File: src/hw/rtl/swmf_pkg.sv
// Package for the sliding window median filter.
// Holds the window size, derived widths, request codes and the cell link type.
// No dependencies.
`default_nettype none

package swmf_pkg;

  localparam int WINDOW = 5;
  localparam int IDX_W  = (WINDOW > 1) ? $clog2(WINDOW) : 1;
  localparam int CNT_RAW_W = $clog2(WINDOW + 1);
  localparam int CNT_W  = (CNT_RAW_W > 3) ? CNT_RAW_W : 3;
  localparam int SMP_W  = 16;
  localparam int VCNT_W = 3;

  localparam logic REQ_SAMPLE = 1'b0;
  localparam logic REQ_CLEAR  = 1'b1;

  // What one cell shows to its neighbours.
  typedef struct packed {
    logic signed [SMP_W-1:0] val;
    logic [IDX_W-1:0]        slot;
    logic                    valid;
    logic                    gt;
  } cell_link_t;

endpackage

`default_nettype wire

File: src/hw/rtl/swmf_cell.sv
// One cell of the sorted window chain: holds one sample and its slot tag.
// Depends on swmf_pkg.
`default_nettype none

module swmf_cell
  import swmf_pkg::*;
(
  input  wire logic                    clk,
  input  wire logic                    rst_n,
  input  wire logic                    upd,
  input  wire logic                    clr,
  input  wire logic signed [SMP_W-1:0] x,
  input  wire logic [IDX_W-1:0]        wp,
  input  wire logic                    full,
  input  wire cell_link_t              left,
  input  wire cell_link_t              right,
  input  wire logic                    pl_in,
  output cell_link_t                   me,
  output logic                         pl_out,
  output logic signed [SMP_W-1:0]      val_nxt
);

  logic signed [SMP_W-1:0] val_r;
  logic [IDX_W-1:0]        slot_r, slot_nxt;
  logic                    valid_r, valid_nxt;
  logic                    gt;
  logic                    del;

  // Invalid cells sit at the tail and count as larger than any sample.
  assign gt = !valid_r || (val_r > x);

  // The cell that leaves: the oldest sample once full, else the first empty cell.
  assign del = full ? (valid_r && (slot_r == wp)) : (!valid_r && left.valid);

  assign pl_out = pl_in | del;

  always_comb begin
    val_nxt  = val_r;
    slot_nxt = slot_r;
    if (!pl_in && !del) begin
      if (gt) begin
        if (left.gt) begin
          val_nxt  = left.val;
          slot_nxt = left.slot;
        end else begin
          val_nxt  = x;
          slot_nxt = wp;
        end
      end
    end else if (del) begin
      if (left.gt) begin
        val_nxt  = left.val;
        slot_nxt = left.slot;
      end else if (!right.gt) begin
        val_nxt  = right.val;
        slot_nxt = right.slot;
      end else begin
        val_nxt  = x;
        slot_nxt = wp;
      end
    end else begin
      if (!right.gt) begin
        val_nxt  = right.val;
        slot_nxt = right.slot;
      end else if (!gt) begin
        val_nxt  = x;
        slot_nxt = wp;
      end
    end
  end

  assign valid_nxt = valid_r | (!full && del);

  always_ff @(posedge clk) begin
    if (!rst_n) begin
      valid_r <= 1'b0;
    end else if (clr) begin
      valid_r <= 1'b0;
    end else if (upd) begin
      valid_r <= valid_nxt;
    end
  end

  always_ff @(posedge clk) begin
    if (upd) begin
      val_r  <= val_nxt;
      slot_r <= slot_nxt;
    end
  end

  assign me.val   = val_r;
  assign me.slot  = slot_r;
  assign me.valid = valid_r;
  assign me.gt    = gt;

endmodule

`default_nettype wire

File: src/hw/rtl/sliding_window_median_filter_core.sv
// Top level of the sliding window median filter: chain of sorted cells and output register.
// Depends on swmf_pkg and swmf_cell.
`default_nettype none

// Each sample item is inserted into a chain of WINDOW cells that keeps the window sorted;
// once the window is full, the oldest sample drops out in the same cycle, so an item is
// taken every clock cycle while in_ready is high and its median appears in the output
// register on the next edge, from the single compare-and-shift step across the cell chain.
// A clear item empties the window and produces no result. in_ready falls only while a
// result waits for out_ready.

module sliding_window_median_filter_core
  import swmf_pkg::*;
(
  input  wire logic                     clk,
  input  wire logic                     rst_n,
  input  wire logic                     in_valid,
  output logic                          in_ready,
  input  wire logic                     in_req_type,
  input  wire logic signed [SMP_W-1:0]  in_sample,
  output logic                          out_valid,
  input  wire logic                     out_ready,
  output logic signed [SMP_W-1:0]       out_median,
  output logic [VCNT_W-1:0]             out_valid_count
);

  logic                    acc, upd, clr;
  logic [IDX_W-1:0]        wp_r, wp_nxt;
  logic                    full_r, full_nxt;
  logic [CNT_W-1:0]        count_nxt;
  logic [CNT_W-1:0]        mid;
  logic                    out_valid_r;
  logic signed [SMP_W-1:0] median_r;
  logic [VCNT_W-1:0]       vcnt_r;
  logic [WINDOW-1:0]       valid_vec;

  cell_link_t              links [WINDOW];
  logic [WINDOW:0]         pl;
  logic signed [SMP_W-1:0] val_nxt [WINDOW];
  cell_link_t              left_edge, right_edge;

  assign in_ready = !out_valid_r || out_ready;
  assign acc      = in_valid && in_ready;
  assign upd      = acc && (in_req_type == REQ_SAMPLE);
  assign clr      = acc && (in_req_type == REQ_CLEAR);

  // Boundary links: a valid, never-greater cell on the left, an empty one on the right.
  assign left_edge.val    = '0;
  assign left_edge.slot   = '0;
  assign left_edge.valid  = 1'b1;
  assign left_edge.gt     = 1'b0;
  assign right_edge.val   = '0;
  assign right_edge.slot  = '0;
  assign right_edge.valid = 1'b0;
  assign right_edge.gt    = 1'b1;

  assign pl[0] = 1'b0;

  for (genvar i = 0; i < WINDOW; i++) begin : g_cell
    swmf_cell u_cell (
      .clk     (clk),
      .rst_n   (rst_n),
      .upd     (upd),
      .clr     (clr),
      .x       (in_sample),
      .wp      (wp_r),
      .full    (full_r),
      .left    ((i == 0) ? left_edge : links[(i == 0) ? 0 : i - 1]),
      .right   ((i == WINDOW - 1) ? right_edge : links[(i == WINDOW - 1) ? i : i + 1]),
      .pl_in   (pl[i]),
      .me      (links[i]),
      .pl_out  (pl[i+1]),
      .val_nxt (val_nxt[i])
    );
    assign valid_vec[i] = links[i].valid;
  end

  assign wp_nxt    = (wp_r == IDX_W'(WINDOW - 1)) ? '0 : wp_r + 1'b1;
  assign full_nxt  = full_r || (wp_r == IDX_W'(WINDOW - 1));
  assign count_nxt = full_nxt ? CNT_W'(WINDOW) : CNT_W'(wp_nxt);
  assign mid       = count_nxt >> 1;

  always_ff @(posedge clk) begin
    if (!rst_n) begin
      wp_r   <= '0;
      full_r <= 1'b0;
    end else if (clr) begin
      wp_r   <= '0;
      full_r <= 1'b0;
    end else if (upd) begin
      wp_r   <= wp_nxt;
      full_r <= full_nxt;
    end
  end

  always_ff @(posedge clk) begin
    if (!rst_n) begin
      out_valid_r <= 1'b0;
    end else if (upd) begin
      out_valid_r <= 1'b1;
    end else if (out_ready) begin
      out_valid_r <= 1'b0;
    end
  end

  always_ff @(posedge clk) begin
    if (upd) begin
      median_r <= val_nxt[mid[IDX_W-1:0]];
      vcnt_r   <= count_nxt[VCNT_W-1:0];
    end
  end

  assign out_valid       = out_valid_r;
  assign out_median      = median_r;
  assign out_valid_count = vcnt_r;

  // The occupied cells always form a prefix of the chain.
  a_valid_prefix: assert property (@(posedge clk) disable iff (!rst_n)
    (valid_vec & (valid_vec + 1'b1)) == '0)
    else $error("occupied cells do not form a prefix");

  a_full_all_valid: assert property (@(posedge clk) disable iff (!rst_n)
    full_r |-> (&valid_vec))
    else $error("window full but some cell is empty");

  a_fill_count: assert property (@(posedge clk) disable iff (!rst_n)
    !full_r |-> ($countones(valid_vec) == int'(wp_r)))
    else $error("fill count disagrees with write position");

  a_result_follows: assert property (@(posedge clk) disable iff (!rst_n)
    upd |=> out_valid_r)
    else $error("sample item gave no result");

endmodule

`default_nettype wire

File: config.mk
export PLATFORM = sky130hd
export DESIGN_NAME = sliding_window_median_filter_core
export DESIGN_NICKNAME = d
export VERILOG_FILES = /design/src/hw/rtl/swmf_pkg.sv /design/src/hw/rtl/swmf_cell.sv /design/src/hw/rtl/sliding_window_median_filter_core.sv
export SDC_FILE = /design/constraint.sdc
export NUM_CORES = 1
export LEC_CHECK = 0
export ABC_AREA = 1
export BUFFER_PORTS_ARGS = -buffer_cell sky130_fd_sc_hd__buf_2
export CORE_ASPECT_RATIO = 0.8
export CORE_UTILIZATION = 40
export DETAILED_ROUTE_END_ITERATION = 8
export MAX_ROUTING_LAYER = met4
export PLACE_DENSITY = 0.57
export SYNTH_ARGS = -nofsm -noshare
export SYNTH_HDL_FRONTEND = slang
export SYNTH_SLANG_ARGS = --single-unit
File: constraint.sdc
create_clock -name clk -period 17.7 [get_ports clk]
set_clock_uncertainty 0.2 [all_clocks]
set_input_delay 1.77 -clock clk [delete_from_list [all_inputs] [get_ports clk]]
set_output_delay 1.77 -clock clk [all_outputs]
set_load 0.05 [all_outputs]
**Word level (Yosys, flattened, before mapping)**

Cells that the tools add are included.

- Add/subtract/negate cells: 1
- Magnitude comparators: 6
- Equal/unequal tests: 8
- Multiplexer cells: 64
- Bitwise logic cells: 11
- Reductions and logical operators: 49

Operators with widths:

| kind | count |
|---|---|
| $mux W16 | 28 |
| $mux W3 | 28 |
| $gt A16 B16 Y1 | 5 |
| $bmux W16 S3 | 1 |
| $logic_and A1 B1 Y1 | 21 |
| $eq A3 B3 Y1 | 5 |
| $logic_not A1 Y1 | 15 |
| $or A1 B1 Y1 | 8 |
| $logic_or A1 B1 Y1 | 7 |
| $mux W1 | 7 |
| $reduce_and A2 Y1 | 3 |
| $ge A4 B4 Y1 const B | 1 |
| $not A2 Y4 | 1 |
| $reduce_bool A2 Y1 | 2 |
| $add A3 B1 Y3 const B | 1 |
| $eq A3 B3 Y1 const B | 1 |
| $ne A3 B3 Y1 const B | 1 |
| $ne A2 B1 Y1 const B | 1 |
| $not A1 Y1 | 2 |
| $reduce_or A2 Y1 | 1 |

- Bits in registers: 124
- Input bits: 21
- Output and inout port bits: 21

**Logic depth before layout (Yosys ltp)**

- Depth after elaboration: 12
- Depth in mapped cells: 24
- Depth with buffers taken out: 23

**Modules after synthesis**

A second synthesis with hierarchy kept.

- Cell total of the unflattened synthesis: 2598
- Area, all modules: 15363.5 µm²

By module, submodules not included:

| module | times used | cells each | area an instance (µm²) | sequential area each (µm²) |
|---|---|---|---|---|
| swmf_cell at g_cell[2].u_cell ... | 3 | 471 | 2710.1 | 590.6 |
| swmf_cell at g_cell[0].u_cell ... | 2 | 464 | 2743.9 | 590.6 |
| sliding_window_median_filter_core | 1 | 257 | 1745.4 | 670.6 |

**Worst setup path before layout**

No wires, ideal clock.

- Kind: in2reg
- From: in out_ready
- To: reg g_cell[4].u_cell.slot_r[0] (enable)
- Library setup time: 382 ps
- Arrival: 7891 ps
- Required time: 17118 ps
- Setup slack: 9227 ps
- Cell stages on the path: 6
- Cells stage by stage: inv_1 nand2_1 nand2_1 nor2_1 inv_1 a21oi_2

- Longest elaborated chain between the ends: 4

Ends and longest elaborated chain:

| what | RTL line | text |
|---|---|---|
| start, declared | sliding_window_median_filter_core.sv:22 | `input wire logic out_ready,` |
| $logic_or A1 B1 Y1 | sliding_window_median_filter_core.sv:42 | `assign in_ready = !out_valid_r \|\| out_ready;` |
| named net in_ready | sliding_window_median_filter_core.sv:18 | `output logic in_ready,` |
| $logic_and A1 B1 Y1 | sliding_window_median_filter_core.sv:43 | `assign acc = in_valid && in_ready;` |
| $logic_and A1 B1 Y1 | sliding_window_median_filter_core.sv:44 | `assign upd = acc && (in_req_type == REQ_SAMPLE);` |
| named net g_cell[0].u_cell.upd | swmf_cell.sv:10 | `input wire logic upd,` |
| $reduce_and A2 Y1 (no line) | n/a |  |
| end signal, assigned | swmf_cell.sv:87 | `slot_r <= slot_nxt;` |
| end, declared | swmf_cell.sv:24 | `logic [IDX_W-1:0] slot_r, slot_nxt;` |

The timed path passes the listed nets, and every way through them passes these cells.
A chain may end at the register's enable or synchronous reset.

**Final worst setup path**

- From: in in_sample[15]
- To: reg g_cell[3].u_cell.slot_r[0] (data pin)

- Longest elaborated chain between the ends: 6

Ends and longest elaborated chain:

| what | RTL line | text |
|---|---|---|
| start, declared | sliding_window_median_filter_core.sv:20 | `input wire logic signed [SMP_W-1:0] in_sample,` |
| $gt A16 B16 Y1 | n/a |  |
| $logic_or A1 B1 Y1 | n/a |  |
| $mux W3, on equally long branches (2 in a row) | n/a |  |
| $mux W3 | swmf_cell.sv:50 | `end else if (del) begin` |
| $mux W3 (*) | swmf_cell.sv:40 | `if (!pl_in && !del) begin` |
| named net g_cell[3].u_cell.slot_nxt[0] | swmf_cell.sv:24 |  |
| end signal, assigned | swmf_cell.sv:87 |  |
| end, declared | swmf_cell.sv:24 |  |

Mark *: on every way through the listed nets, which the timed path passes. The rest lies on a longest branch.

==> results.toml <==
[status]
status = "finished with violations"
violations = "design-rule violations"

[logic_synthesis]
synthCells = 1775
synthTopCellsByArea = "edfxtp_1 (29%), nand2_1 (23%), nand3_1 (15%)"
ys_ff_latch = 124
ys_top_cells_by_count = "nand2_1 (718), nand3_1 (345), inv_1 (119), edfxtp_1 (114), ha_1 (82)"
synth_area_um2 = 11640
synth_edf_count = 114
synth-async-reset-ratio_pct = 0
synth_top_area_share_pct = 29.40
yosysMostFrequentCell = "nand2_1"
ys_seq_area_share_pct = 31.12
yosysWarnings = 0
postSynthAreaPerCell_um2 = 6.560
synth_ff_type = "edfxtp_1"
yosysTopAreaCell = "edfxtp_1"
ys_types = 43
syn_nets = 1878

[route]
via_count = 12540
avgRoutedWirePerCell_um = 21.36
antenna_left = 0
wl_mm = 45.76
vias_per_cell = 5.854
first_iter_violations = 1369
dr.pass1.iters = 8
drc_errors = 8

[setup_path]
cp-start-kind = "input port"
criticalPathCategory = "in -> reg"
crit_path_start = "in_sample[15]"
worstPathRequired_ns = 17.67
cp_max_fo = 73
r2r-start = "g_cell[3].u_cell.val_r[15]"
cp-end-kind = "flip-flop"
cp.arrival_ns = 6.35

[sta]
slew_headroom_pct = 29.18
worst_slack_ns = 11.33
worst_pin_slew_ns = 1.061
clock.fmax_ghz = 0.1569
whs_ns = 0.3439
min_period_ns = 6.375
setup_viol = 0
period_share_pct = 36.02
rsz0062_at_grt = "no"
final_max_slew_viol_count = 0
hold_viol_final = 0
final.setup.tns_ns = 0

[placed_design]
hpwl_mm = 28.65
gp_congestion = 0.9420
preCtsSetupSlack_ns = 11.00
portBuffers = 41

[power]
power_frac_comb_pct = 25.0
switchingPower_uw = 334.7
p_int_uw = 638.4
p_clk_share_pct = 37.5
irDropWorstVdd_mv = 0.07080
swShare_pct = 34.39
power_frac_seq_pct = 37.5
power.density_nw_per_um2 = 77.10
leakage_nw = 6.161

[global_route]
grt_pass1_vias = 11400
antenna_found_initial = 3
grt_pass1_wl_mm = 68.90
grt_usage_pct = 32.08
grt_overflow = 0
grt_start_max_net_pins = 82

[clock_network]
cts_tree = "done"
clkLatencyLatePin_ns = 0.44
clkSlewWorstSetupHoldPaths_ns = 0.06
clockBufferDepth = 2
cts_buffers = 17
ctsHoldBuffers = 0
cts_setup_buffers = 0
cts-root-buf = "clkbuf_16"
cts_resized = 0
cts_sinks = 124
htreeDepth = 4

[floorplan]
placement_rows = 55
die-area_um2 = 29800
ios = 42
dieHeight_um = 154.6
coreArea_um2 = 28420
die_w_um = 192.8
start_util_pct = 40.97

[min_path]
min_from = "g_cell[3].u_cell.valid_r"
hold_path_class = "reg -> reg"

[finish]
fin_nets = 1860
drive_gt1_share_pct = 6.670
area.growth.synth_to_final_pct = 8.403
utilization_pct = 44.41

[run]
maxCapViolations = 0
## flip-flops by register name, summed over array words and instances, names as in the netlist
| signal | cells |
|---|---|
| full_r | 1 |
| g_cell.u_cell.val_r | 80 |
| g_cell.u_cell.valid_r | 5 |
| out_median | 16 |
| g_cell.u_cell.slot_r | 15 |
| wp_r | 3 |
| out_valid_count | 3 |
| out_valid | 1 |
## logic make-up after synthesis
kind of cell / synth area share [%]
flops: 31.12
simple gates: 43.17
buf+inv: 8.210
compound gates: 8.242
fa+ha+maj: 8.811
xor+xnor: 0.4513
## per-layer routing
layer | part of all wire, % | GRT usage [%] | wire length, µm
met5 | 0 | - | 0
met4 | 3.0 | 11.14 | 1377
met3 | 11 | 5.174 | 4944
met2 | 43 | 46.37 | 19500
met1 | 44 | 44.88 | 19940
## area by class of cell
cell class | count | area (µm²)
clock buffers | 22 | 444.2
clock inverters | 9 | 123.9
inverters | 127 | 476.7
repair buffers | 61 | 355.3
well taps | 370 | 462.9
flip-flops and latches | 124 | 3623
fillers | 2984 | 15800
diodes | 3 | 7.507
multi-input cells | 1426 | 7128
## final timing paths
| check | slack (ns) | depth (start not counted) | to |
|---|---|---|---|
| min reg2reg | 0.34 | 2 | g_cell[3].u_cell.valid_r |
| max | 11.33 | 15 | g_cell[3].u_cell.slot_r[0] |
| min | 0.34 | 2 | g_cell[3].u_cell.valid_r |
| max reg2reg | 12.56 | 13 | g_cell[3].u_cell.slot_r[0] |
## per-stage QoR
stage | cell area (µm²) | cells | power (mW)
3_5_place_dp | 12050 | 2108 | 0.6088
2_1_floorplan | 11640 | 1775 | 0.5315
3_3_place_gp | 12050 | 2108 | 0.6062
6_report | 12620 | 2142 | 0.9731
5_1_grt | 12620 | 2141 | 1.013
4_1_cts | 12610 | 2139 | 0.9711
## power by group through the flow
stage	sequential (mW)	combinational, mW	clock, mW
2_1_floorplan	0.377	0.155	0
3_3_place_gp	0.371	0.235	0
3_5_place_dp	0.370	0.238	0
4_1_cts	0.365	0.239	0.368
5_1_grt	0.366	0.269	0.377
6_report	0.365	0.243	0.365
## critical path: stages
cell and delay [ns]:
buf_2 0.16, inv_1 0.18, ha_1 0.43, nand4_1 0.14, nor2_1 0.27, nand2_1 0.12, nand3_1 0.10, nand3_2 0.59
nand2_4 0.97, inv_1 0.66, or2_2 0.46, o21ai_0 0.10, o21ai_0 0.17, nand2_1 0.10, o211ai_1 0.10
## cell usage in the layout (no fill, tap or decap), types with 2 or more instances in the layout
cell / synthesis / routed
nand2_1: 718 / 715
nand3_1: 345 / 345
inv_1: 119 / 119
edfxtp_1: 114 / 114
ha_1: 82 / 82
o21ai_0: 78 / 78
a21oi_1: 52 / 52
nand4_1: 51 / 51
buf_2: 44 / 41
nor2_1: 38 / 35
buf_4: 7 / 20
clkbuf_16: 0 / 17
o21ai_1: 10 / 10
dfxtp_1: 10 / 10
inv_2: 7 / 7
o211ai_1: 6 / 6
nor2_4: 1 / 5
clkbuf_1: 38 / 5
clkinv_2: 0 / 5
a21o_1: 4 / 4
xor2_1: 4 / 4
diode_2: 0 / 3
nand3_2: 3 / 3
nand2_2: 2 / 3
nor3_1: 3 / 3
a211oi_1: 3 / 3
o221ai_1: 3 / 3
bufinv_16: 0 / 3
nand2_4: 0 / 2
or2_2: 2 / 2
xnor2_1: 2 / 2
a21oi_4: 1 / 2
o21a_1: 2 / 2
nor2_2: 3 / 2
o21bai_1: 2 / 2
a21boi_0: 2 / 2
(Power assumes the default switching activity.)
